## src/pdsr_pkg.sv

```systemverilog
package pdsr_pkg;

    // Table depth: object positions 1..MAX_OBJECTS
    localparam int MAX_OBJECTS = 7;
    localparam int IDX_W       = (MAX_OBJECTS > 1) ? $clog2(MAX_OBJECTS) : 1;
    localparam int POS_W       = 3;
    localparam int CODE_W      = 10;
    localparam int ENTRY_W     = 2 * CODE_W;

    // Input item kinds
    localparam logic [1:0] KIND_HEADER  = 2'd0;
    localparam logic [1:0] KIND_OBJECT  = 2'd1;
    localparam logic [1:0] KIND_REQUEST = 2'd2;
    localparam logic [1:0] KIND_DETACH  = 2'd3;

    // Link phase codes
    localparam logic [1:0] PHASE_IDLE  = 2'd0;
    localparam logic [1:0] PHASE_SENT  = 2'd1;
    localparam logic [1:0] PHASE_READY = 2'd2;

    // Message header fields
    localparam logic [4:0] MSG_SRC_CAPS = 5'd1;
    localparam logic [4:0] MSG_REQUEST  = 5'd2;
    localparam logic [4:0] MSG_PS_RDY   = 5'd6;
    localparam logic [1:0] REV_3_0      = 2'd2;
    localparam int         MV_PER_CODE  = 50;

    // Request header without the message ID, and the fixed RDO flag bits
    localparam logic [31:0] REQ_HDR_BASE = (32'd1 << 12) | (32'(REV_3_0) << 6)
                                         | 32'(MSG_REQUEST);
    localparam logic [31:0] RDO_FLAGS    = (32'd1 << 25) | (32'd1 << 24);

    // One result item
    typedef struct packed {
        logic [31:0]      tx_word;
        logic             tx_valid;
        logic             word_is_header;
        logic             last;
        logic [POS_W-1:0] contract_position;
        logic [1:0]       link_phase;
        logic [POS_W-1:0] fixed_count;
    } result_t;

    // Sequencer states
    typedef enum logic [3:0] {
        ST_IDLE = 4'b0001,
        ST_SRCH = 4'b0010,
        ST_HDR  = 4'b0100,
        ST_RDO  = 4'b1000
    } state_t;

endpackage

```

## src/pd_sink_capability_request.sv

```systemverilog
// USB PD sink message engine for fixed-supply requests.
// Slave channel: one transaction per received event. s_tuser holds the kind
// (header, data object, request voltage, detach); s_tdata holds rx_word and
// the wanted voltage in mV.
// Master channel: result transactions. Header, data object and detach events
// give one status transaction, pushed to the output queue on acceptance. A
// request gives the Request header and then the fixed RDO (tlast on the RDO).
// A request walks the offer table in block RAM, one read per cycle with the
// compare in the cycle after each read; the first match ends the search, and
// with no match every position is read and position 1 is requested. The
// header and RDO are then pushed as the queue has room, and the slave side is
// ready again once the RDO is pushed and the queue has room. Other events
// are handled on acceptance. One event is worked on at a time.
// Results pass through a two-entry output queue, so a new event is taken
// while a result waits; when the receiver stalls and the queue is full,
// s_tready drops and a request holds before pushing its results.
// Reset clears all counters, the phase and the table valid flags at once;
// no clearing pass is needed and the block is ready as soon as reset ends.
module pd_sink_capability_request
    import pdsr_pkg::*;
(
    input  logic        clk,
    input  logic        rst_n,
    input  logic        s_tvalid,
    output logic        s_tready,
    input  logic [47:0] s_tdata,   // rx_word[31:0], request_voltage_mv[47:32]
    input  logic [1:0]  s_tuser,   // kind[1:0]
    output logic        m_tvalid,
    input  logic        m_tready,
    output logic [39:0] m_tdata,   // tx_word[31:0], contract_position[34:32],
                                   // link_phase[36:35], fixed_count[39:37]
    output logic [1:0]  m_tuser,   // tx_valid[0], word_is_header[1]
    output logic        m_tlast
);

    state_t                 state_reg, state_next;
    logic [MAX_OBJECTS-1:0] valid_reg, valid_next;
    logic [POS_W-1:0]       exp_reg, exp_next;
    logic [POS_W-1:0]       seen_reg, seen_next;
    logic [POS_W-1:0]       msg_reg, msg_next;
    logic [1:0]             phase_reg, phase_next;
    logic [POS_W-1:0]       req_reg, req_next;
    logic [POS_W-1:0]       acc_reg, acc_next;
    logic [POS_W-1:0]       fixed_reg, fixed_next;
    logic [POS_W-1:0]       ptr_reg, ptr_next;
    logic                   chk_vld_reg, chk_vld_next;
    logic [IDX_W-1:0]       chk_pos_reg, chk_pos_next;
    logic [15:0]            mv_reg, mv_next;
    logic [CODE_W-1:0]      cur0_reg, cur0_next;
    logic [CODE_W-1:0]      cur_reg, cur_next;

    logic                   in_xact;
    logic [1:0]             kind;
    logic [31:0]            rx_word;
    logic [15:0]            hdr;
    logic [POS_W-1:0]       nobj;

    logic                   ram_wr_en;
    logic [IDX_W-1:0]       ram_wr_addr;
    logic                   ram_rd_en;
    logic [IDX_W-1:0]       ram_rd_addr;
    logic [ENTRY_W-1:0]     ram_rd_data;
    logic [CODE_W-1:0]      rd_cur;
    logic [15:0]            rd_mv;
    logic                   hit;
    logic [CODE_W-1:0]      cur0_now;

    logic                   push;
    result_t                push_data;
    logic [1:0]             level;
    logic                   q_room;
    result_t                out_data;

    assign kind    = s_tuser;
    assign rx_word = s_tdata[31:0];
    assign hdr     = rx_word[15:0];
    assign nobj    = hdr[14:12];
    assign q_room  = (level != 2'd2);
    assign s_tready = (state_reg == ST_IDLE) && q_room;
    assign in_xact  = s_tvalid && s_tready;

    // Offer table: voltage code in the upper half, current code in the lower
    pdsr_ram #(
        .WIDTH (ENTRY_W),
        .DEPTH (MAX_OBJECTS)
    ) u_table (
        .clk     (clk),
        .wr_en   (ram_wr_en),
        .wr_addr (ram_wr_addr),
        .wr_data (rx_word[ENTRY_W-1:0]),
        .rd_en   (ram_rd_en),
        .rd_addr (ram_rd_addr),
        .rd_data (ram_rd_data)
    );

    // Compare stage of the search
    assign rd_cur   = ram_rd_data[CODE_W-1:0];
    assign rd_mv    = 16'({6'd0, ram_rd_data[ENTRY_W-1:CODE_W]} * 16'(MV_PER_CODE));
    assign hit      = chk_vld_reg && valid_reg[chk_pos_reg] && (rd_mv == mv_reg);
    assign cur0_now = (chk_pos_reg == '0) ? (valid_reg[0] ? rd_cur : '0) : cur0_reg;

    // Sequencer and state update
    always_comb
    begin
        state_next   = state_reg;
        valid_next   = valid_reg;
        exp_next     = exp_reg;
        seen_next    = seen_reg;
        msg_next     = msg_reg;
        phase_next   = phase_reg;
        req_next     = req_reg;
        acc_next     = acc_reg;
        fixed_next   = fixed_reg;
        ptr_next     = ptr_reg;
        chk_vld_next = 1'b0;
        chk_pos_next = chk_pos_reg;
        mv_next      = mv_reg;
        cur0_next    = cur0_reg;
        cur_next     = cur_reg;
        ram_wr_en    = 1'b0;
        ram_wr_addr  = seen_reg[IDX_W-1:0];
        ram_rd_en    = 1'b0;
        ram_rd_addr  = ptr_reg[IDX_W-1:0];
        push         = 1'b0;
        push_data    = '0;

        case (state_reg)
            ST_IDLE:
            begin
                if (in_xact)
                begin
                    case (kind)
                        KIND_HEADER:
                        begin
                            if (!hdr[15])
                            begin
                                if (nobj != '0)
                                begin
                                    if (hdr[4:0] == MSG_SRC_CAPS)
                                    begin
                                        valid_next = '0;
                                        fixed_next = '0;
                                        exp_next   = (nobj > POS_W'(MAX_OBJECTS))
                                                   ? POS_W'(MAX_OBJECTS) : nobj;
                                        seen_next  = '0;
                                    end
                                end
                                else if (hdr[4:0] == MSG_PS_RDY)
                                begin
                                    if (phase_reg == PHASE_SENT)
                                    begin
                                        phase_next = PHASE_READY;
                                    end
                                    acc_next = req_reg;
                                end
                            end
                        end
                        KIND_OBJECT:
                        begin
                            if (seen_reg < exp_reg)
                            begin
                                seen_next = seen_reg + 1'b1;
                                if (rx_word[31:30] == 2'b00)
                                begin
                                    ram_wr_en                      = 1'b1;
                                    valid_next[seen_reg[IDX_W-1:0]] = 1'b1;
                                    fixed_next                     = fixed_reg + 1'b1;
                                end
                            end
                        end
                        KIND_REQUEST:
                        begin
                            mv_next    = s_tdata[47:32];
                            ptr_next   = '0;
                            state_next = ST_SRCH;
                        end
                        KIND_DETACH:
                        begin
                            valid_next = '0;
                            fixed_next = '0;
                            exp_next   = '0;
                            seen_next  = '0;
                            phase_next = PHASE_IDLE;
                        end
                        default:
                        begin
                        end
                    endcase

                    // Status transaction for every event but a request
                    if (kind != KIND_REQUEST)
                    begin
                        push                        = 1'b1;
                        push_data.last              = 1'b1;
                        push_data.contract_position = acc_next;
                        push_data.link_phase        = phase_next;
                        push_data.fixed_count       = fixed_next;
                    end
                end
            end
            ST_SRCH:
            begin
                // Issue one read per cycle, compare in the next cycle
                if (ptr_reg < POS_W'(MAX_OBJECTS))
                begin
                    ram_rd_en    = 1'b1;
                    chk_vld_next = 1'b1;
                    chk_pos_next = ptr_reg[IDX_W-1:0];
                    ptr_next     = ptr_reg + 1'b1;
                end
                if (chk_vld_reg)
                begin
                    cur0_next = cur0_now;
                    if (hit)
                    begin
                        req_next     = POS_W'(chk_pos_reg) + 1'b1;
                        cur_next     = rd_cur;
                        phase_next   = PHASE_SENT;
                        chk_vld_next = 1'b0;
                        state_next   = ST_HDR;
                    end
                    else if (chk_pos_reg == IDX_W'(MAX_OBJECTS - 1))
                    begin
                        req_next     = POS_W'(1);
                        cur_next     = cur0_now;
                        phase_next   = PHASE_SENT;
                        chk_vld_next = 1'b0;
                        state_next   = ST_HDR;
                    end
                end
            end
            ST_HDR:
            begin
                if (q_room)
                begin
                    push                        = 1'b1;
                    push_data.tx_word           = REQ_HDR_BASE | (32'(msg_reg) << 9);
                    push_data.tx_valid          = 1'b1;
                    push_data.word_is_header    = 1'b1;
                    push_data.contract_position = acc_reg;
                    push_data.link_phase        = phase_reg;
                    push_data.fixed_count       = fixed_reg;
                    msg_next                    = msg_reg + 1'b1;
                    state_next                  = ST_RDO;
                end
            end
            ST_RDO:
            begin
                if (q_room)
                begin
                    push                        = 1'b1;
                    push_data.tx_word           = (32'(req_reg) << 28) | RDO_FLAGS
                                                | (32'(cur_reg) << CODE_W) | 32'(cur_reg);
                    push_data.tx_valid          = 1'b1;
                    push_data.last              = 1'b1;
                    push_data.contract_position = acc_reg;
                    push_data.link_phase        = phase_reg;
                    push_data.fixed_count       = fixed_reg;
                    state_next                  = ST_IDLE;
                end
            end
            default:
            begin
                state_next = ST_IDLE;
            end
        endcase
    end

    // Control and link state
    always_ff @(posedge clk or negedge rst_n)
    begin
        if (!rst_n)
        begin
            state_reg   <= ST_IDLE;
            valid_reg   <= '0;
            exp_reg     <= '0;
            seen_reg    <= '0;
            msg_reg     <= '0;
            phase_reg   <= PHASE_IDLE;
            req_reg     <= '0;
            acc_reg     <= '0;
            fixed_reg   <= '0;
            ptr_reg     <= '0;
            chk_vld_reg <= 1'b0;
        end
        else
        begin
            state_reg   <= state_next;
            valid_reg   <= valid_next;
            exp_reg     <= exp_next;
            seen_reg    <= seen_next;
            msg_reg     <= msg_next;
            phase_reg   <= phase_next;
            req_reg     <= req_next;
            acc_reg     <= acc_next;
            fixed_reg   <= fixed_next;
            ptr_reg     <= ptr_next;
            chk_vld_reg <= chk_vld_next;
        end
    end

    // Search payload
    always_ff @(posedge clk)
    begin
        chk_pos_reg <= chk_pos_next;
        mv_reg      <= mv_next;
        cur0_reg    <= cur0_next;
        cur_reg     <= cur_next;
    end

    // Output queue
    pdsr_out_fifo u_out_fifo (
        .clk       (clk),
        .rst_n     (rst_n),
        .push      (push),
        .push_data (push_data),
        .level     (level),
        .out_valid (m_tvalid),
        .out_ready (m_tready),
        .out_data  (out_data)
    );

    assign m_tdata = {out_data.fixed_count, out_data.link_phase,
                      out_data.contract_position, out_data.tx_word};
    assign m_tuser = {out_data.word_is_header, out_data.tx_valid};
    assign m_tlast = out_data.last;

    // Checks
    a_level_bound: assert property (@(posedge clk) disable iff (!rst_n)
        level != 2'd3)
        else $error("output queue overfilled");

    a_fixed_count: assert property (@(posedge clk) disable iff (!rst_n)
        $countones(valid_reg) == 32'(fixed_reg))
        else $error("fixed count differs from valid entries");

    a_seen_bound: assert property (@(posedge clk) disable iff (!rst_n)
        (fixed_reg <= seen_reg) && (seen_reg <= exp_reg))
        else $error("object counters out of order");

    a_req_pos: assert property (@(posedge clk) disable iff (!rst_n)
        (state_reg == ST_HDR) |-> ((req_reg != '0) && (req_reg <= POS_W'(MAX_OBJECTS))))
        else $error("requested position out of range");

    a_msg_step: assert property (@(posedge clk) disable iff (!rst_n)
        ((state_reg == ST_HDR) && q_room) |=> (msg_reg == 3'($past(msg_reg) + 3'd1)))
        else $error("message ID not stepped with header");

endmodule

```

## src/pdsr_ram.sv

```systemverilog
module pdsr_ram #(
    parameter int WIDTH = 8,
    parameter int DEPTH = 8
) (
    input  logic                                        clk,
    input  logic                                        wr_en,
    input  logic [((DEPTH > 1) ? $clog2(DEPTH) : 1)-1:0] wr_addr,
    input  logic [WIDTH-1:0]                            wr_data,
    input  logic                                        rd_en,
    input  logic [((DEPTH > 1) ? $clog2(DEPTH) : 1)-1:0] rd_addr,
    output logic [WIDTH-1:0]                            rd_data
);

    logic [WIDTH-1:0] mem_reg [DEPTH];

    // Single write port, registered read port
    always_ff @(posedge clk)
    begin
        if (wr_en)
        begin
            mem_reg[wr_addr] <= wr_data;
        end
        if (rd_en)
        begin
            rd_data <= mem_reg[rd_addr];
        end
    end

endmodule

```

## src/pdsr_out_fifo.sv

```systemverilog
module pdsr_out_fifo
    import pdsr_pkg::*;
(
    input  logic       clk,
    input  logic       rst_n,
    input  logic       push,
    input  result_t    push_data,
    output logic [1:0] level,
    output logic       out_valid,
    input  logic       out_ready,
    output result_t    out_data
);

    result_t    mem_reg [2];
    logic       wr_ptr_reg;
    logic       rd_ptr_reg;
    logic [1:0] cnt_reg;
    logic       pop;

    assign pop       = out_valid && out_ready;
    assign out_valid = (cnt_reg != 2'd0);
    assign out_data  = mem_reg[rd_ptr_reg];
    assign level     = cnt_reg;

    // Pointers and fill level
    always_ff @(posedge clk or negedge rst_n)
    begin
        if (!rst_n)
        begin
            wr_ptr_reg <= 1'b0;
            rd_ptr_reg <= 1'b0;
            cnt_reg    <= 2'd0;
        end
        else
        begin
            if (push)
            begin
                wr_ptr_reg <= ~wr_ptr_reg;
            end
            if (pop)
            begin
                rd_ptr_reg <= ~rd_ptr_reg;
            end
            if (push && !pop)
            begin
                cnt_reg <= cnt_reg + 2'd1;
            end
            else if (pop && !push)
            begin
                cnt_reg <= cnt_reg - 2'd1;
            end
        end
    end

    // Payload storage
    always_ff @(posedge clk)
    begin
        if (push)
        begin
            mem_reg[wr_ptr_reg] <= push_data;
        end
    end

endmodule

```

## config.mk

```make
export PLATFORM = sky130hd
export DESIGN_NAME = pd_sink_capability_request
export DESIGN_NICKNAME = d
export VERILOG_FILES = /design/src/pdsr_pkg.sv /design/src/pd_sink_capability_request.sv /design/src/pdsr_ram.sv /design/src/pdsr_out_fifo.sv
export SDC_FILE = /design/constraint.sdc
export NUM_CORES = 1
export LEC_CHECK = 0
export BUFFER_PORTS_ARGS = -buffer_cell sky130_fd_sc_hd__buf_4
export CAP_MARGIN = 20
export CORE_UTILIZATION = 45
export DETAILED_ROUTE_END_ITERATION = 10
export SETUP_SLACK_MARGIN = 0.4
export SLEW_MARGIN = 40
export SYNTH_ARGS = -nofsm -noshare
export SYNTH_HDL_FRONTEND = slang
export SYNTH_HIERARCHICAL = 1
export SYNTH_SLANG_ARGS = --single-unit
```

## constraint.sdc

```tcl
create_clock -name clk -period 5.8 [get_ports clk]
set_input_delay 0.87 -clock clk [delete_from_list [all_inputs] [get_ports clk]]
set_output_delay 0.87 -clock clk [all_outputs]
set_load 0.1 [all_outputs]
```

==> results of run 1 <==
## per-layer routing
metal | GRT usage (%) | routed length, microns | part of all wire, % | vias up
met5 | 0 | 0 | 0 | -
met4 | 4.44 | 505 | 1.9 | 0
met3 | 3.25 | 1130 | 4.2 | 37
met2 | 26.4 | 12400 | 46 | 137
met1 | 23.5 | 13100 | 48 | 3864
li1 | - | - | - | 3831
## power breakdown
part / internal (mW) / switching (mW)
Clock: 1.20 / 0.866
Sequential: 2.75 / 0.125
Combinational: 0.680 / 1.59
## kinds of logic (layout without fill, tap and decap cells)
group / count (synthesis) / count (layout) / share of synthesized area [%]
buf+inv: 62 / 192 / 2.49
simple gates: 227 / 227 / 7.71
compound gates: 142 / 142 / 8.37
fa+ha+maj: 53 / 53 / 4.77
flops: 324 / 324 / 64.9
mux: 115 / 115 / 10.0
xor+xnor: 29 / 29 / 1.73
other cells: 1 / 14 / 0.0255
## placed cells by master (no fill, tap or decap), types with 20 or more instances in the layout
master | Yosys | final
nand2b_1 | 29 | 29
edfxtp_1 | 285 | 285
mux2_4 | 59 | 59
dfrtp_1 | 38 | 36
mux2i_1 | 44 | 44
o221ai_2 | 20 | 20
o211ai_2 | 20 | 20
buf_4 | 3 | 102
clkbuf_16 | 0 | 36
o21ai_0 | 27 | 27
inv_1 | 26 | 24
a21oi_1 | 24 | 24
nand2_1 | 51 | 51
ha_1 | 48 | 48
nor2_1 | 66 | 61
## worst max-delay path: stages, from the launching register on
cell      delay, ns
edfxtp_1       0.45
ha_1           0.33
ha_1           0.31
fa_1           0.46
ha_1           0.36
nor2b_1        0.17
o31ai_1        0.37
a32oi_1        0.28
nor4_1         0.24
nor3_1         0.13
or4_1          0.85
a21oi_1        0.23
buf_4          0.23
## worst max-delay path by stage
stage                              startpoint    endpoint  slack (ns)  cells after the start
after detailed placement  u_table/rd_data[12]  cur_reg[5]        1.09                     12
after global placement    u_table/rd_data[12]  cur_reg[5]        1.14                     12
after CTS                 u_table/rd_data[12]  cur_reg[6]        1.09                     12
after floorplan           u_table/rd_data[12]  cur_reg[0]        1.39                     12
final                     u_table/rd_data[12]  cur_reg[6]        1.08                     12
after global routing      u_table/rd_data[16]  cur_reg[6]        0.81                     12
## cell type report
type	count	area, sq um	share of cell area, %
sequential	324	9540	56.4
multi-input combinational	580	4880	28.9
clock buffer	51	957	5.66
timing repair buffer	103	777	4.60
tap	435	544	3.22
clock inverter	12	110	0.651
inverter	26	97.6	0.577
==> out/qor.txt, run 1 <==
Synth top area share -> 58.2%
period utilization -> 81.4%
crit path launch type -> register
routed wire length -> 27.1 mm
P&R area growth vs syn -> 15.1%
share of layout cells above drive strength 1 -> 25.5%
total grt overflow -> 0
Slew @ Worst Pin -> 0.841 ns
first-pass GRT wire length -> 43.1 mm
gpl congestion -> 0.812
highest net fanout along the worst path -> 15
Crit. End Element -> register
r2r setup slk -> 1.08 ns
dpl cell area -> 15800 sq um
initial antenna violation count -> 0
post-DR wirelength/cell -> 17.7 microns
clock sink count -> 324
top-count cell post-synth -> edfxtp_1
yosys warns -> 6
Pins Over Slew Limit -> 0
Die Area -> 33400 sq um
RSZ-0062 raised after global routing -> false
CTS resizes -> 0
maximum VDD drop -> 299 uV
Die H -> 183 microns
ant diodes -> 0
Ports -> 99
Leakage -> 6.22 nW
r2r worst-path depth -> 12
area leader, netlist -> edfxtp_1
Avg Inst Size Synth -> 15.4 sq um
Total Nets Final -> 1178
Arr. time, crit path -> 4.93 ns
max cap viols -> 0
clk root buf -> clkbuf_16
Clock Latency Late Sink -> 0.51 ns
postcts setup bufs -> 0
flops & latches, synth -> 324
cell row count -> 65
pwr/cell area -> 427 nW/um^2
CTS buffer count -> 36
Synth async-reset ratio -> 12.0%
Most used DFF post-synth -> edfxtp_1
Period minus WS final -> 4.72 ns
Synth cell types -> 68
die width -> 183 microns
DRC Markers -> 0
clock skew -> 0.00743 ns
Final ANT Viol Nets -> 0
Layout Utilization -> 53.0%
post-place setup slack -> 1.09 ns
H-tree level count -> 2
total power -> 7.22 mW
vias in the first global route -> 7851
final cell count without fillers -> 1531
register area share after synthesis -> 64.9%
Netlist Area Pre-Place -> 14700 sq um
setup TNS -> 0 ns
CTS max path bufs -> 3
kind of critical path -> register to register
DP Cell Count -> 1468
Hold WC Path Type -> input pin to asynchronous set/reset pin
number of flops mapped to enable cells by yosys -> 285
Critical R2R Launch -> u_table/rd_data[12]
TritonCTS clock tree -> yes
Final Hold Viols -> 0
hold_buf cts -> 0
WP data required -> 6.01 ns
Initial Utilization -> 46.1%
Max Clk Rate -> 0.212 GHz
post-route design area -> 16900 sq um
number of buffers added on ports -> 88
Final WS setup -> 1.08 ns
1st-pass router iterations -> 5
total number of vias -> 7869
most frequent cells after synthesis -> 285 x edfxtp_1, 66 x nor2_1, 59 x mux2_4
Largest register FFs -> 140
vias per cell -> 5.14
initial DRC count -> 503
worst r2r dst -> cur_reg[6]
floorplan core area -> 31900 sq um
status -> finished clean
headroom to the max-slew limit -> 43.9%
Post-DP HPWL -> 17.4 mm
largest net degree at the start of global routing -> 65
final hold slack -> 0.334 ns
count of endpoints failing setup in the final report -> 0
cells after synthesis -> 953
GRT Overall Usage -> 16.7%
Worst-path clk slew -> 0.06 ns
number of fill cells -> 2640
top post-synthesis cells by area -> edfxtp_1 58%, dfrtp_1 6.5%, mux2_4 6.0%
No activity file was read; power rests on OpenSTA's default activity.
==> inputs of run 2 (changes only) <==
==> constraint.sdc (replaced) <==
create_clock -name clk -period 4.65 [get_ports clk]
set_input_delay 0.6975 -clock clk [delete_from_list [all_inputs] [get_ports clk]]
set_output_delay 0.6975 -clock clk [all_outputs]
set_load 0.1 [all_outputs]
==> out/qor.txt, run 2 (synthesis gave the netlist of run 1 again) <==
clock skew -> 0.0151 ns
total number of vias -> 7933
Die Area -> 33400 sq um
largest net degree at the start of global routing -> 59
CP peak stage delay -> 0.56 ns
worst r2r dst -> cur_reg[9]
headroom to the max-slew limit -> 46.9%
most common cell after layout, fill and taps aside -> edfxtp_1
ant diodes -> 0
gpl congestion -> 0.807
first-pass GRT wire length -> 42.8 mm
share of layout cells above drive strength 1 -> 29.6%
Clock power frac -> 29.9%
GRT Overall Usage -> 16.5%
Leakage -> 6.36 nW
commonest non-fill, non-tap cells in the layout -> 285 x edfxtp_1, 113 x buf_4, 60 x nor2_1
Period minus WS final -> 4.21 ns
Clock Latency Late Sink -> 0.51 ns
post-route design area -> 17400 sq um
Slew @ Worst Pin -> 0.792 ns
clock sink count -> 324
Die H -> 183 microns
initial DRC count -> 412
crit path launch type -> register
Crit. End Element -> register
r2r worst-path depth -> 12
TritonCTS clock tree -> yes
Post-DP HPWL -> 17.2 mm
RSZ-0062 raised after global routing -> true
Ports -> 99
Hold WC Path Type -> input pin to asynchronous set/reset pin
CTS max path bufs -> 3
Cell Int Power -> 5.97 mW
dpl cell area -> 15900 sq um
P&R area growth vs syn -> 18.7%
status -> finished clean
floorplan core area -> 31900 sq um
cell row count -> 65
clk root buf -> clkbuf_16
Largest register FFs -> 140
total power -> 9.18 mW
worst-path cell chain -> ha_4 > ha_4 > fa_1 > ha_4 > nor2b_4 > o21ai_2 > a21oi_2 > or3b_1 > a2111o_1 > or4_4 > a21oi_4 > clkbuf_16
routed wire length -> 27.3 mm
Final ANT Viol Nets -> 0
Psw -> 3.22 mW
sequential power share -> 39.8%
CTS buffer count -> 36
Arr. time, crit path -> 4.43 ns
Initial Utilization -> 46.1%
vias per cell -> 5.12
CP max-delay cell -> or4_4
post-DR wirelength/cell -> 17.6 microns
DRC Markers -> 0
Worst-path clk slew -> 0.06 ns
Pins Over Slew Limit -> 0
highest net fanout along the worst path -> 5
Final Hold Viols -> 0
period utilization -> 90.5%
WP data required -> 4.88 ns
total grt overflow -> 0
max cap viols -> 0
Comb pwr share -> 30.3%
1st-pass router iterations -> 5
Total Nets Final -> 1193
critical path's most frequent cell -> ha_4
Layout Utilization -> 54.7%
Max Clk Rate -> 0.238 GHz
switching part of the total -> 35.0%
vias in the first global route -> 7841
H-tree level count -> 2
pwr/cell area -> 527 nW/um^2
setup TNS -> 0 ns
initial antenna violation count -> 0
kind of critical path -> register to register
number of buffers added on ports -> 88
hold_buf cts -> 0
Critical R2R Launch -> u_table/rd_data[12]
r2r setup slk -> 0.44 ns
die width -> 183 microns
final hold slack -> 0.176 ns
maximum VDD drop -> 319 uV
count of endpoints failing setup in the final report -> 0
run 2: power by group through the flow:
stage	registers, mW	logic (mW)	clock network (mW)
after global routing	3.69	2.93	2.94
final	3.66	2.78	2.74
after global placement	3.71	2.76	0
after floorplan	3.58	2.43	0
after detailed placement	3.72	2.77	0
after CTS	3.66	2.78	2.81
run 2: worst max-delay path by stage:
stage,start,endpoint,slack (ns),cells past startpoint
floorplan,u_table/rd_data[12],cur_reg[0],0.47,12
global placement,u_table/rd_data[12],cur_reg[5],0.18,12
detailed placement,u_table/rd_data[12],cur_reg[4],0.06,12
CTS,u_table/rd_data[17],req_reg[2],0.40,12
global route,u_table/rd_data[12],cur_reg[9],0.36,12
finish,u_table/rd_data[12],cur_reg[9],0.44,12
run 2: timing repair:
action | in CTS | in global routing
buffers inserted | 4 | 7
pin swaps | 3 | 33
gates resized for setup | 11 | 31
gates cloned | 0 | 1
endpoints found under the setup margin | 28 | 24
run 2: worst max-delay path: cells and delay by family (launching register included):
kind | cells | cell delay (ns)
AOI/OAI and AO/OA | 4 | 0.90
adders and majority gates | 4 | 1.28
buffers and inverters | 1 | 0.18
DFF | 1 | 0.48
and+or+nand+nor | 3 | 1.08
run 2: through the flow:
stage | setup slack, ns | std cells
3_5_place_dp | 0.0598 | 1471
4_1_cts | 0.401 | 1540
5_1_grt | 0.359 | 1548
3_3_place_gp | 0.179 | 1471
2_1_floorplan | 0.468 | 966
6_report | 0.442 | 1548
run 2: final cells by class:
type	instances	area (sq um)
clock inverters	11	141
clock buffers	54	1010
multi-input cells	580	5170
repair buffers	118	936
well taps	435	544
fillers	2604	14400
inverters	26	97.6
flip-flops and latches	324	9540
run 2: routing by layer:
| metal | share of wire [%] | track usage (%) |
|---|---|---|
| met5 | 0 | 0 |
| met4 | 2.2 | 4.67 |
| met3 | 4.7 | 3.01 |
| met2 | 47 | 27.3 |
| met1 | 47 | 22.4 |
==> inputs of run 3 (changes only) <==
--- a/config.mk
+++ b/config.mk
@@ -5,8 +5,8 @@
 export SDC_FILE = /design/constraint.sdc
 export NUM_CORES = 1
 export LEC_CHECK = 0
-export BUFFER_PORTS_ARGS = -buffer_cell sky130_fd_sc_hd__buf_4
-export CAP_MARGIN = 20
+export BUFFER_PORTS_ARGS = -buffer_cell sky130_fd_sc_hd__buf_2
+export CAP_MARGIN = 0
 export CORE_UTILIZATION = 45
 export DETAILED_ROUTE_END_ITERATION = 10
 export SETUP_SLACK_MARGIN = 0.4
==> out/qor.txt, run 3 (synthesis gave the netlist of run 1 again) <==
DRC Markers -> 0
worst-path cell chain -> ha_1 > ha_1 > ha_1 > ha_1 > xor2_1 > nor2_1 > a211oi_1 > o2111ai_1 > a2111o_1 > or4_4 > a21oi_4 > clkbuf_16
highest net fanout along the worst path -> 6
commonest non-fill, non-tap cells in the layout -> 285 x edfxtp_1, 87 x buf_2, 60 x nor2_1
count of endpoints failing setup in the final report -> 0
switching part of the total -> 35.6%
Leakage -> 6.31 nW
number of fill cells -> 2627
vias per cell -> 5.14
RSZ-0062 raised after global routing -> true
floorplan core area -> 31900 sq um
post-DR wirelength/cell -> 17.5 microns
Hold WC Path Type -> input pin to asynchronous set/reset pin
crit path buf inv count -> 1
Die H -> 183 microns
post-route design area -> 17100 sq um
Final ANT Viol Nets -> 0
initial antenna violation count -> 2
Total Nets Final -> 1196
Max Clk Rate -> 0.236 GHz
gpl congestion -> 0.833
largest net degree at the start of global routing -> 49
Die Area -> 33400 sq um
period utilization -> 91.0%
cell row count -> 65
critical path's most frequent cell -> ha_1
CP peak stage delay -> 0.56 ns
headroom to the max-slew limit -> 45.6%
CTS max path bufs -> 3
Crit path depth -> 12
WP data required -> 4.89 ns
worst r2r dst -> cur_reg[8]
Post-DP HPWL -> 17.2 mm
Crit. End Element -> register
Pins Over Slew Limit -> 0
CTS buffer count -> 37
routed wire length -> 27.2 mm
crit path launch type -> register
final hold slack -> 0.168 ns
r2r worst-path depth -> 12
Final Hold Viols -> 0
r2r setup slk -> 0.42 ns
GRT Overall Usage -> 16.7%
Initial Utilization -> 46.1%
Comb pwr share -> 29.3%
clock skew -> 0.0146 ns
Critical R2R Launch -> u_table/rd_data[17]
total grt overflow -> 0
number of buffers added on ports -> 88
Layout Utilization -> 53.7%
vias in the first global route -> 7748
dpl cell area -> 15700 sq um
Psw -> 3.24 mW
Worst-path clk slew -> 0.06 ns
maximum VDD drop -> 366 uV
Largest register FFs -> 140
Period minus WS final -> 4.23 ns
status -> finished clean
H-tree level count -> 2
clock sink count -> 324
TritonCTS clock tree -> yes
CP max-delay cell -> or4_4
die width -> 183 microns
Slew @ Worst Pin -> 0.817 ns
total number of vias -> 7987
Clock power frac -> 30.6%
1st-pass router iterations -> 4
Clock Latency Late Sink -> 0.52 ns
max cap viols -> 0
pwr/cell area -> 531 nW/um^2
share of layout cells above drive strength 1 -> 28.9%
P&R area growth vs syn -> 16.6%
delay-heaviest family, CP -> adder cells
clk root buf -> clkbuf_16
most common cell after layout, fill and taps aside -> edfxtp_1
kind of critical path -> register to register
first-pass GRT wire length -> 43.1 mm
Ports -> 99
sequential power share -> 40.0%
Cell Int Power -> 5.86 mW
initial DRC count -> 481
Arr. time, crit path -> 4.47 ns
setup TNS -> 0 ns
-- run 3: repair_timing --
action	in CTS	in global routing
setup endpoints to repair	26	27
cloned	0	1
resized for setup	8	21
setup buffers	7	6
hold endpoints to repair	0	0
hold buffers	0	0
pin swaps	2	17
-- run 3: layout make-up --
type	instances	area [sq um]	area share [%]
Inverter	26	97.6	0.570
Antenna cell	1	2.50	0.0146
Clock buffer	49	991	5.78
Tap cell	435	544	3.18
Sequential cell	324	9540	55.7
Clock inverter	18	179	1.04
Timing Repair Buffer	120	733	4.28
Multi-Input combinational cell	580	5040	29.4
-- run 3: power groups by stage --
| stage | registers (mW) | logic, mW | clock network, mW |
|---|---|---|---|
| floorplan | 3.58 | 2.43 | 0 |
| global placement | 3.70 | 2.65 | 0 |
| detailed placement | 3.71 | 2.67 | 0 |
| CTS | 3.65 | 2.68 | 2.86 |
| global route | 3.68 | 2.81 | 2.98 |
| finish | 3.64 | 2.67 | 2.79 |
-- run 3: how the worst max path moves through the flow --
stage,from,to
after floorplan,u_table/rd_data[12],cur_reg[0]
after global placement,u_table/rd_data[12],cur_reg[5]
after detailed placement,u_table/rd_data[12],cur_reg[4]
after CTS,u_table/rd_data[14],req_reg[2]
after global routing,u_table/rd_data[18],cur_reg[8]
final,u_table/rd_data[17],cur_reg[8]
-- run 3: metrics by stage --
stage | cells | worst slack, ns | total power [mW]
2_1_floorplan | 966 | 0.468 | 6.00
3_3_place_gp | 1471 | 0.177 | 6.35
3_5_place_dp | 1471 | 0.136 | 6.38
4_1_cts | 1545 | 0.403 | 9.19
5_1_grt | 1552 | 0.281 | 9.47
6_report | 1553 | 0.416 | 9.10
-- run 3: worst register-to-register path, stage by stage (launching register included) --
cell and delay, ns:
edfxtp_1 0.49, ha_1 0.34, ha_1 0.29, ha_1 0.29
ha_1 0.42, xor2_1 0.28, nor2_1 0.12, a211oi_1 0.23
o2111ai_1 0.16, a2111o_1 0.32, or4_4 0.56, a21oi_4 0.27
clkbuf_16 0.19
-- run 3: layer usage --
layer / vias to the layer above / GRT usage, % / share of wire, %
met5: - / 0 / 0.029
met4: 2 / 4.81 / 1.9
met3: 44 / 2.97 / 4.2
met2: 144 / 26.6 / 46
met1: 3912 / 23.6 / 47
li1: 3885 / - / -
